==> src/design/rbd_pkg.sv <==
// ----------------------------------------------------------------------------
// rbd_pkg
// shared constants and controller/datapath interface types
// ----------------------------------------------------------------------------
package rbd_pkg;

  localparam int DefMaxItems  = 32;
  localparam int ResultLimit  = 32;
  localparam int CoordW       = 32;
  localparam int KeyW         = 32;
  localparam int DistW        = 64;
  localparam int LoadIdxW     = 5;
  localparam int KeptW        = 6;
  localparam int CfgIdxW      = 8;
  localparam int InDataW      = 224;
  localparam int OutDataW     = 48;

  localparam logic [CfgIdxW-1:0] REG_VIEW_X   = 8'd0;
  localparam logic [CfgIdxW-1:0] REG_VIEW_Y   = 8'd1;
  localparam logic [CfgIdxW-1:0] REG_VIEW_Z   = 8'd2;
  localparam logic [CfgIdxW-1:0] REG_MAX_KEPT = 8'd3;

  localparam logic [KeptW-1:0] MaxKeptReset = 6'd32;

  typedef struct packed {
    logic capture;
    logic insert;
    logic setup;
    logic emit;
    logic clear_set;
    logic set_ovf;
  } rbd_cmd_t;

  typedef struct packed {
    logic full;
    logic out_free;
    logic last_rank;
  } rbd_stat_t;

endpackage

==> src/design/rbd_ctrl.sv <==
// ----------------------------------------------------------------------------
// rbd_ctrl
// sequencer: accept, wait on distance pipeline, insert, emit ranked run
// ----------------------------------------------------------------------------
module rbd_ctrl (
  input  logic               clk,
  input  logic               rst,
  input  logic               s_tvalid,
  output logic               s_tready,
  input  logic               s_tlast,
  input  rbd_pkg::rbd_stat_t stat,
  output rbd_pkg::rbd_cmd_t  cmd
);
  import rbd_pkg::*;

  localparam logic [2:0] ST_IDLE   = 3'd0;
  localparam logic [2:0] ST_CALC   = 3'd1;
  localparam logic [2:0] ST_INSERT = 3'd2;
  localparam logic [2:0] ST_SETUP  = 3'd3;
  localparam logic [2:0] ST_EMIT   = 3'd4;

  localparam logic [1:0] CalcLast = 2'd2;

  logic [2:0] state, state_next;
  logic [1:0] wait_cnt;
  logic       pend_last;
  logic       take;

  assign s_tready = (state == ST_IDLE);
  assign take     = s_tvalid && s_tready;

  always_comb begin
    state_next = state;
    cmd        = '0;
    case (state)
      ST_IDLE: begin
        if (take) begin
          if (stat.full) begin
            cmd.set_ovf = 1'b1;
            if (s_tlast) state_next = ST_SETUP;
          end else begin
            cmd.capture = 1'b1;
            state_next  = ST_CALC;
          end
        end
      end
      ST_CALC: begin
        if (wait_cnt == CalcLast) state_next = ST_INSERT;
      end
      ST_INSERT: begin
        cmd.insert = 1'b1;
        state_next = pend_last ? ST_SETUP : ST_IDLE;
      end
      ST_SETUP: begin
        cmd.setup  = 1'b1;
        state_next = ST_EMIT;
      end
      ST_EMIT: begin
        if (stat.out_free) begin
          cmd.emit = 1'b1;
          if (stat.last_rank) begin
            cmd.clear_set = 1'b1;
            state_next    = ST_IDLE;
          end
        end
      end
      default: state_next = ST_IDLE;
    endcase
  end

  always_ff @(posedge clk) begin
    if (rst) begin
      state     <= ST_IDLE;
      wait_cnt  <= '0;
      pend_last <= 1'b0;
    end else begin
      state <= state_next;
      if (take) pend_last <= s_tlast;
      wait_cnt <= (state == ST_CALC) ? wait_cnt + 1'b1 : '0;
    end
  end

endmodule

==> config.mk <==
export PLATFORM = sky130hd
export DESIGN_NAME = rbd_ctrl
export DESIGN_NICKNAME = d
export VERILOG_FILES = /design/src/design/rbd_pkg.sv /design/src/design/rbd_ctrl.sv
export SDC_FILE = /design/constraint.sdc
export NUM_CORES = 1
export LEC_CHECK = 0
export ABC_AREA = 1
export BUFFER_PORTS_ARGS = -buffer_cell sky130_fd_sc_hd__buf_2
export CAP_MARGIN = 20
export CORE_AREA = 10 10 47 49
export CTS_CLUSTER_SIZE = 12
export DETAILED_ROUTE_END_ITERATION = 12
export DIE_AREA = 0 0 57 59
export HOLD_SLACK_MARGIN = 0.06
export SKIP_LAST_GASP = 1
export SLEW_MARGIN = 20
export SYNTH_ARGS = -nofsm -noshare
export SYNTH_HDL_FRONTEND = slang
export SYNTH_SLANG_ARGS = --single-unit
==> constraint.sdc <==
create_clock -name clk -period 1.32 [get_ports clk]
set_input_delay 0.132 -clock clk [delete_from_list [all_inputs] [get_ports clk]]
set_output_delay 0.132 -clock clk [all_outputs]
set_load 0.02 [all_outputs]
# After elaboration in Yosys (flattened, before gate mapping)
# Index checks and enable logic that the tools add are counted.
[classes]
muxes = 19
add_sub_neg = 1
n_eq_ne = 10
bitwise_logic = 1
n_reduce_logical = 4
[op_table]
columns = ["operator", "n"]
rows = [
  ["3-bit 2-to-1 mux", 6],
  ["3-bit one-hot mux with 5 select lines", 1],
  ["1-bit 2-to-1 mux", 9],
  ["3-bit by 2-bit == test with 1-bit output, second input constant", 2],
  ["2-bit 2-to-1 mux", 3],
  ["2-bit inequality test, second input constant", 3],
  ["5-bit AND reduction", 1],
  ["3-bit by 1-bit == test with 1-bit output, second input constant", 1],
  ["3-bit == test, second input constant", 1],
  ["3-bit zero test", 1],
  ["3-bit inequality test, second input constant", 1],
  ["2-bit by 1-bit adder with 2-bit output, second input constant", 1],
  ["2-bit == test, second input constant", 1],
  ["2-bit by 1-bit inequality test with 1-bit output, second input constant", 1],
  ["2-bit OR reduction", 1],
  ["1-bit logical AND", 1],
  ["1-bit inverter", 1],
]
[totals]
out_inout_bits = 7
register_bits = 6

# Longest topological paths before layout
# Gate-level depths: netlist (run 1).
[logic_depth]
ltp_word = 4
depth_mapped = 7
mapped_depth_nobuf = 7

# Worst setup path before layout (run 1)
# Ideal clock, no wire load.
[synth_timing]
path_kind = "register to output"
start = "register state[2]"
end = "output port cmd[5] (netlist name)"
setup_slack_ps = -234
t_arrival_ps = 1422
n_path_buf = 0
required_time_ps = 1188
stages_incl_launch_ff = 4
path_cell_list = "dfxtp_1 nor3_1 nand2_1 nor2_1"
[synth_rtl]
columns = ["item", "line_no", "text"]
rows = [
  ["from (decl)", "rbd_ctrl.sv:24", "logic [2:0] state, state_next;"],
  ["from (signal assigned)", "rbd_ctrl.sv:77", "state <= state_next;"],
  ["to (decl)", "rbd_ctrl.sv:12", "output rbd_pkg::rbd_cmd_t cmd"],
]

==> impl_metrics.tcl, run 1 <==
set metrics [dict create \
    antenna_diode_count 0 \
    skew_ps 2.289 \
    synth_seq_area_share_pct 35.42 \
    cts_max_path_buffers 2 \
    grt-ovfl-total 0 \
    multi_input_comb_area_um2 197.7 \
    synthTopCellsByArea "sky130_fd_sc_hd__dfxtp_1, sky130_fd_sc_hd__nand3_1, sky130_fd_sc_hd__nor2_1" \
    num_io_pins 14 \
    synthesis.instances 50 \
    die_area_mm2 0.003363 \
    share_comb_of_total_power_pct 34.6 \
    setup_viol 0 \
    switching_share_pct 35.62 \
    layout.cell_area.non_filler_um2 462.9 \
    synth-warning-count 0 \
    power.ir.vdd_worst_uv 447.6 \
    nets 75 \
    dr.first_iter.drc_count 3 \
    pre_cts_setup_slack_ps 151.1 \
    placed_cell_area_um2 427.9 \
    clock_power_share_pct 26.9 \
    placeableCoreArea_mm2 0.001401 \
    grt_max_degree 7 \
    place.port_buffers 13 \
    layout-area-overhead-vs-synth_pct 36.53 \
    leak_pwr_nw 0.2264 \
    drt_pass1_iterations 4 \
    syn-cell-area_um2 339.1 \
    yosys.cell_types.count 17 \
    std_cell_rows 14 \
    cts.reportedPaths.clkPinSlew_ps 40 \
    grt_pass1_vias 384 \
    cp.required_ps 1190 \
    postSynthAreaPerCell_um2 6.781 \
    tritoncts "done" \
    area_occupied_by_registers_um2 125.1 \
    die_w_um 57 \
    timing_worst_setup_path_type "reg -> out" \
    clock_insertion_delay_worst_skew_ps 240 \
    worst_slew_pin_slew_ps 274.7 \
    cts_num_sinks 6 \
    synth.top_cell.area_share_pct 35.42 \
    cts.htree.levels 1 \
    rsz_0062_raised_after_global_routing "yes" \
    die_height_um 59 \
    initial_antenna_violation_count 0 \
    netSwitchingPower_mw 0.2185 \
    synth.net_count 58 \
    min-delay-path-class "in -> reg" \
    setup_tns_ps 0 \
    timing.critical_path.from_type "register" \
    yosys.area.top_type "sky130_fd_sc_hd__dfxtp_1" \
    finalMaxSlewViolations 0 \
    period_share_pct 97.45 \
    filler_cell_count 167 \
    post_route_cells_drive_above_1_share_pct 36.92 \
    global_route_wire_length_before_repair_um 1511 \
    total_clock_buffers_created_by_cts 3 \
    run_status "finished, final reports clean" \
    final_critical_path_setup_slack_ps 33.70 \
    drc 0 \
    slew-limit-headroom_pct 81.66 \
    routed_wire_length_per_instance_um 10.59 \
    timing.final.crit_period_ps 1286 \
    cts_post_setup_buffers_inserted 0 \
    p_int_mw 0.3949 \
    global_placement_routability_congestion 0.7222 \
    critPathArrivalTime_ps 1150 \
    ctsRootBufferMaster "sky130_fd_sc_hd__clkbuf_4" \
    drt.antenna.violating_nets 0 \
    vias 356 \
    postRouteWirelength_um 858 \
    max_cap_viols 0 \
    vias_per_cell 4.395 \
    pwr_density_cell_mw_per_mm2 1325 \
    max_freq_mhz 777.4 \
    grt_use_total_pct 5.633 \
    initial_utilization_pct 24.20 \
    place.detailed.hpwl_um 727.8 \
    p_seq_share_pct 38.5 \
    synth-seq-cells 6 \
    critPathMaxFanout 5 \
    final-hold-violation-count 0 \
    end_kind "primary output" \
]
## flip-flops by register name (all words and copies together) (netlist names)
| signal | cells |
|---|---|
| state | 3 |
| wait_cnt | 2 |
| pend_last | 1 |
## final cells by class
cell class | count | share of cell area, %
multi-input cells | 35 | 42.70
flip-flops and latches | 6 | 27.03
repair buffers | 13 | 14.59
inverters | 8 | 6.486
clock buffers | 3 | 4.865
well taps | 16 | 4.324
## cells by family (layout without fill, tap and decap cells)
family,count (synthesis),in the layout,share of synthesized area [%]
AND/OR/NAND/NOR,31,31,44.65
AO/OA/AOI/OAI,3,3,5.167
adder cells (fa/ha/maj),1,1,3.689
buffers and inverters,9,24,11.07
flip-flops,6,6,35.43
## worst max-delay path, stage by stage (launching register included)
cell and delay [ps]:
sky130_fd_sc_hd__dfxtp_4 360, sky130_fd_sc_hd__nor3_4 220, sky130_fd_sc_hd__nand2_1 100, sky130_fd_sc_hd__nor2_1 90, sky130_fd_sc_hd__buf_4 140
## synth_stat cells
| cell type | count |
|---|---|
| sky130_fd_sc_hd__nor2_1 | 9 |
| sky130_fd_sc_hd__inv_1 | 7 |
| sky130_fd_sc_hd__nand3_1 | 7 |
| sky130_fd_sc_hd__dfxtp_1 | 6 |
| sky130_fd_sc_hd__nand2_1 | 6 |
| sky130_fd_sc_hd__nor3_1 | 3 |
| sky130_fd_sc_hd__a21oi_1 | 2 |
| sky130_fd_sc_hd__buf_4 | 1 |
| sky130_fd_sc_hd__ha_1 | 1 |
| sky130_fd_sc_hd__inv_2 | 1 |
| sky130_fd_sc_hd__nand3_2 | 1 |
| sky130_fd_sc_hd__nand4_1 | 1 |
| sky130_fd_sc_hd__nor2_2 | 1 |
| sky130_fd_sc_hd__nor3_2 | 1 |
| sky130_fd_sc_hd__o211ai_1 | 1 |
| sky130_fd_sc_hd__or2_1 | 1 |
| sky130_fd_sc_hd__or2_2 | 1 |
## power groups by stage
stage / Sequential, mW / Combinational (mW) / Clock (mW)
2_1_floorplan: 0.227 / 0.152 / 0
3_3_place_gp: 0.231 / 0.205 / 0
3_5_place_dp: 0.232 / 0.206 / 0
4_1_cts: 0.231 / 0.210 / 0.175
5_1_grt: 0.240 / 0.242 / 0.185
6_report: 0.236 / 0.212 / 0.165
## per-layer routing
| layer | track usage [%] | wire length [µm] |
|---|---|---|
| met1 | 5.024 | 349 |
| met2 | 9.612 | 414 |
| met3 | 2.361 | 87 |
| met4 | 5.034 | 6 |
| met5 | 0 | 0 |
## placed cells by master (no fill, tap or decap), drive strengths merged
master  netlist  layout
nand2         6       6
nor2         10      10
nand4         1       1
nand3         8       8
clkbuf        0       3
inv           8       8
a21oi         2       2
o211ai        1       1
dfxtp         6       6
ha            1       1
buf           1      13
or2           2       2
nor3          4       4
## metrics by stage
stage	hold WS (ps)	cells	power, mW	utilization [%]
2_1_floorplan	201.1	50	0.3794	-
3_3_place_gp	367.5	78	0.4359	30.54
3_5_place_dp	372.5	78	0.4384	30.54
4_1_cts	115.5	81	0.6158	32.23
5_1_grt	133.0	81	0.6674	33.04
6_report	112.9	81	0.6134	33.04
## repair_timing
| item | in CTS | in global routing |
|---|---|---|
| hold buffers | 0 | 0 |
| pin swaps | 1 | 2 |
| setup endpoints to repair | 3 | 6 |
| gates resized for setup | 1 | 4 |
## worst paths after layout
check | startpoint | end | slack [ps] | depth (start not counted)
hold / removal | rst | state[1] | 110 | 2
hold reg to reg | wait_cnt[0] | wait_cnt[0] | 410 | 1
setup / recovery | state[0] | cmd[5] | 30 | 4
setup reg to reg | state[2] | state[0] | 170 | 7
Power figures use the tool's default switching activity.
==> inputs of run 2 (changes only) <==
--- a/config.mk
+++ b/config.mk
@@ -8,10 +8,10 @@
 export ABC_AREA = 1
 export BUFFER_PORTS_ARGS = -buffer_cell sky130_fd_sc_hd__buf_2
 export CAP_MARGIN = 20
-export CORE_AREA = 10 10 47 49
+export CORE_AREA = 10 10 48 50
 export CTS_CLUSTER_SIZE = 12
 export DETAILED_ROUTE_END_ITERATION = 12
-export DIE_AREA = 0 0 57 59
+export DIE_AREA = 0 0 58 60
 export HOLD_SLACK_MARGIN = 0.06
 export SKIP_LAST_GASP = 1
 export SLEW_MARGIN = 20
==> impl_metrics.tcl, run 2 (synthesized netlist as in run 1, its figures left out) <==
set metrics [dict create \
    run_status "finished, final reports clean" \
    die_w_um 58 \
    nets 76 \
    largest_register_ffs 3 \
    timing.final.crit_period_ps 1279 \
    cp.required_ps 1190 \
    cts_num_sinks 6 \
    finalMaxSlewViolations 0 \
    clock_insertion_delay_worst_skew_ps 240 \
    register_with_the_most_flip_flops "state" \
    min-delay-path-class "in -> reg" \
    finalHoldWorstSlack_ps 104.0 \
    layout-area-overhead-vs-synth_pct 36.53 \
    grt_use_total_pct 5.180 \
    end_kind "primary output" \
    grt_pass1_vias 349 \
    drc 0 \
    max_cap_viols 0 \
    timing.critical_path.from_type "register" \
    initial_antenna_violation_count 0 \
    ctsRootBufferMaster "sky130_fd_sc_hd__clkbuf_4" \
    vias_per_cell 4.402 \
    grt-ovfl-total 0 \
    die_height_um 60 \
    power.ir.vdd_worst_uv 581.8 \
    routed_wire_length_per_instance_um 10.44 \
    multi_input_comb_area_um2 192.7 \
    area_occupied_by_registers_um2 122.6 \
    postRouteWirelength_um 856 \
    end_of_flow_core_utilization_pct 32.23 \
    max_freq_mhz 781.7 \
    die_area_mm2 0.003480 \
    vias 361 \
    drt_pass1_iterations 2 \
    cts_hold_repair.buffers 0 \
    pre_cts_setup_slack_ps 142.1 \
    place.detailed.hpwl_um 718.8 \
    initial_utilization_pct 23.61 \
    grt_max_degree 7 \
    biggestRegsByFlops "state (3), wait_cnt (2), pend_last (1)" \
    pwr_density_cell_mw_per_mm2 1330 \
    filler_cell_count 178 \
    post_route_cells_drive_above_1_share_pct 37.88 \
    global_placement_routability_congestion 0.6791 \
    timing_worst_setup_path_type "reg -> out" \
    dr.first_iter.drc_count 1 \
    final_common_cell "sky130_fd_sc_hd__buf_2" \
    cts.htree.levels 1 \
    global_route_wire_length_before_repair_um 1380 \
    cts.reportedPaths.clkPinSlew_ps 40 \
    final_critical_path_setup_slack_ps 40.72 \
    placeableCoreArea_mm2 0.001436 \
    period_share_pct 96.92 \
    worst_slew_pin_slew_ps 272.9 \
    skew_ps 0.5859 \
    slew-limit-headroom_pct 81.78 \
    antenna_diode_count 0 \
    layoutNonFillerInstCount 82 \
    num_io_pins 14 \
    layout_common_cells "sky130_fd_sc_hd__buf_2, sky130_fd_sc_hd__nor2_1, sky130_fd_sc_hd__inv_1, sky130_fd_sc_hd__nand3_1, sky130_fd_sc_hd__nand2_1" \
    leak_pwr_nw 0.2290 \
    total_clock_buffers_created_by_cts 3 \
    setup_viol 0 \
    final-hold-violation-count 0 \
    std_cell_rows 14 \
    rsz_0062_raised_after_global_routing "yes" \
    drt.antenna.violating_nets 0 \
    cts_max_path_buffers 2 \
    critPathMaxFanout 5 \
    tritoncts "done" \
    place.port_buffers 13 \
    place_inst 78 \
    critPathArrivalTime_ps 1150 \
]
-- run 2: cell types whose count changed in the layout (fill, tap and decap cells not counted), sizes merged --
cell,change
buf,+1
-- run 2: area by class of cell --
type                            count  share of cell area, %
Inverter                            8                  6.486
Sequential cell                     6                  26.49
Clock buffer                        3                  4.865
Multi-Input combinational cell     35                  41.62
Timing Repair Buffer               14                  16.22
Tap cell                           16                  4.324
-- run 2: power breakdown --
group	internal (mW)	total, mW	switching [mW]
clock network	0.103	0.165	0.0621
logic	0.0933	0.220	0.127
registers	0.204	0.231	0.0267
total	0.400	0.616	0.216
-- run 2: through the flow --
stage               setup TNS [ps]  cell area (µm²)  power [mW]
detailed placement               0            427.9      0.4389
CTS                         -9.703            451.7      0.6144
finish                           0            462.9      0.6158
global placement                 0            427.9      0.4359
floorplan                        0            350.3      0.3794
global route                -137.5            462.9      0.6646
-- run 2: critical path, stage by stage (launching register included) --
cell	delay, ps
sky130_fd_sc_hd__dfxtp_2	350
sky130_fd_sc_hd__nor2_2	180
sky130_fd_sc_hd__nand3_2	120
sky130_fd_sc_hd__nor2_1	90
sky130_fd_sc_hd__buf_2	170
-- run 2: worst paths after layout --
| check | cells past startpoint | slack [ps] | from | endpoint |
|---|---|---|---|---|
| setup / recovery | 4 | 40 | state[0] | cmd[0] |
| hold / removal | 2 | 100 | rst | state[1] |
| setup reg to reg | 7 | 160 | state[2] | state[0] |
| hold reg to reg | 1 | 400 | wait_cnt[0] | wait_cnt[0] |
-- run 2: per-layer routing --
metal	vias up	share of wire, %	global-route usage (%)	wire (µm)
li1	193	-	-	-
met1	159	43	4.700	371
met2	9	46	7.822	397
met3	0	10	3.178	87
met4	0	0	5.034	0
met5	-	0	0	0
-- run 2: what timing repair did --
action	in CTS	in global routing
endpoints found under the setup margin	3	6
gates resized for setup	1	2
buffers inserted	0	1
pin swaps	1	1
==> inputs of run 3 (changes only) <==
--- a/config.mk
+++ b/config.mk
@@ -7,12 +7,13 @@
 export LEC_CHECK = 0
 export ABC_AREA = 1
 export BUFFER_PORTS_ARGS = -buffer_cell sky130_fd_sc_hd__buf_2
-export CAP_MARGIN = 20
+export CAP_MARGIN = 30
 export CORE_AREA = 10 10 48 50
 export CTS_CLUSTER_SIZE = 12
 export DETAILED_ROUTE_END_ITERATION = 12
 export DIE_AREA = 0 0 58 60
 export HOLD_SLACK_MARGIN = 0.06
+export SETUP_SLACK_MARGIN = 0.1
 export SKIP_LAST_GASP = 1
 export SLEW_MARGIN = 20
 export SYNTH_ARGS = -nofsm -noshare
==> impl_metrics.tcl, run 3 (synthesized netlist as in run 1, its figures left out) <==
set metrics [dict create \
    cts.htree.levels 1 \
    share_comb_of_total_power_pct 37.5 \
    top_usage_layer "met2" \
    run_status "finished, final reports clean" \
    biggestRegsByFlops "state (3), wait_cnt (2), pend_last (1)" \
    end_of_flow_core_utilization_pct 34.23 \
    slew-limit-headroom_pct 88.68 \
    groute.layer.met3.usage_pct 2.119 \
    tritoncts "done" \
    leak_pwr_nw 0.2334 \
    p_seq_share_pct 37.2 \
    timing_worst_setup_path_type "reg -> out" \
    rsz_0062_raised_after_global_routing "yes" \
    ctsRootBufferMaster "sky130_fd_sc_hd__clkbuf_4" \
    p_int_mw 0.4149 \
    nets 76 \
    vias_per_cell 4.390 \
    largest_register_ffs 3 \
    pre_cts_setup_slack_ps 166.2 \
    clock_insertion_delay_worst_skew_ps 240 \
    global_route_wire_length_before_repair_um 1414 \
    period_share_pct 93.49 \
    timing.final.crit_period_ps 1234 \
    max_freq_mhz 810.3 \
    layout-area-overhead-vs-synth_pct 45.02 \
    antenna_diode_count 0 \
    place.detailed.hpwl_um 723 \
    final_critical_path_setup_slack_ps 85.87 \
    vias 360 \
    post_route_cells_drive_above_1_share_pct 43.94 \
    die_w_um 58 \
    grt_pass1_vias 360 \
    setup_viol 0 \
    use_met1_pct 5.510 \
    routed_wire_length_per_instance_um 10.22 \
    netSwitchingPower_mw 0.2238 \
    total_clock_buffers_created_by_cts 3 \
    std_cell_rows 14 \
    final-hold-violation-count 0 \
    setup_tns_ps 0 \
    cts_max_path_buffers 2 \
    min-delay-path-class "in -> reg" \
    die_height_um 60 \
    power.ir.vdd_worst_uv 533.5 \
    placeableCoreArea_mm2 0.001436 \
    switching_share_pct 35.03 \
    critPathMaxFanout 4 \
    drc 0 \
    cts.reportedPaths.clkPinSlew_ps 40 \
    finalMaxSlewViolations 0 \
    cp.required_ps 1190 \
    max_cap_viols 0 \
    global_placement_routability_congestion 0.7051 \
    initial_antenna_violation_count 0 \
    end_kind "primary output" \
    drt.antenna.violating_nets 0 \
    clock_power_share_pct 25.3 \
    cts_hold_repair.buffers 0 \
    die_area_mm2 0.003480 \
    skew_ps 2.850 \
    worst_slew_pin_slew_ps 169.8 \
    placed_cell_area_um2 430.4 \
    register_with_the_most_flip_flops "state" \
    postRouteWirelength_um 838 \
    grt_max_degree 7 \
    layout.cell_area.non_filler_um2 491.7 \
    pwr_density_cell_mw_per_mm2 1299 \
    dr.first_iter.drc_count 4 \
    grt_use_total_pct 5.175 \
    place.port_buffers 13 \
    cts_num_sinks 6 \
    drt_pass1_iterations 4 \
    grt-ovfl-total 0 \
    timing.critical_path.from_type "register" \
    num_io_pins 14 \
    final_common_cell "sky130_fd_sc_hd__nor2_1" \
    initial_utilization_pct 23.61 \
    grt_util_met2_pct 7.515 \
    layout_common_cells "sky130_fd_sc_hd__nor2_1, sky130_fd_sc_hd__inv_1, sky130_fd_sc_hd__nand3_1, sky130_fd_sc_hd__buf_2, sky130_fd_sc_hd__buf_4" \
    critPathArrivalTime_ps 1100 \
]
[run 3: worst max-delay path: stages, from the launching register on]
cell and delay [ps]:
sky130_fd_sc_hd__dfxtp_2 350, sky130_fd_sc_hd__nor2_4 150, sky130_fd_sc_hd__nand3_2 100, sky130_fd_sc_hd__nor2_1 110
sky130_fd_sc_hd__buf_4 150
[run 3: final timing paths]
check / cells after the start / slack (ps) / start / endpoint
max reg2reg: 5 / 210 / state[1] / state[1]
min: 2 / 110 / rst / state[1]
max: 4 / 90 / state[1] / cmd[0]
min reg2reg: 1 / 410 / wait_cnt[0] / wait_cnt[0]
[run 3: timing repair]
action,CTS,global route
resized for setup,8,5
pin swaps,3,0
buffers inserted,1,0
setup endpoints to repair,6,7
[run 3: layout make-up]
cell class | instances | area (µm²)
multi-input combinational | 35 | 205.2
timing repair buffer | 14 | 87.58
tap | 16 | 20.02
fill | 166 | 944.7
sequential | 6 | 126.4
inverter | 8 | 30.03
clock buffer | 3 | 22.52
[run 3: power groups by stage]
stage	Combinational, mW	Clock (mW)	Sequential [mW]
floorplan	0.154	0	0.227
global placement	0.209	0	0.230
detailed placement	0.206	0	0.232
CTS	0.230	0.172	0.237
global route	0.267	0.181	0.240
finish	0.240	0.161	0.238
[run 3: metal layers]
metal  wire [µm]  vias to the layer above
li1            -                      194
met5           0                        -
met4           4                        0
met1         364                      154
met2         400                       10
met3          68                        2
[run 3: per-stage QoR]
stage | hold slack, ps | power, mW | instances
3_3_place_gp | 361.3 | 0.4389 | 78
3_5_place_dp | 365.9 | 0.4381 | 78
4_1_cts | 102.4 | 0.6391 | 82
6_report | 112.1 | 0.6387 | 82
5_1_grt | 112.2 | 0.6878 | 82
2_1_floorplan | 201.1 | 0.3809 | 50
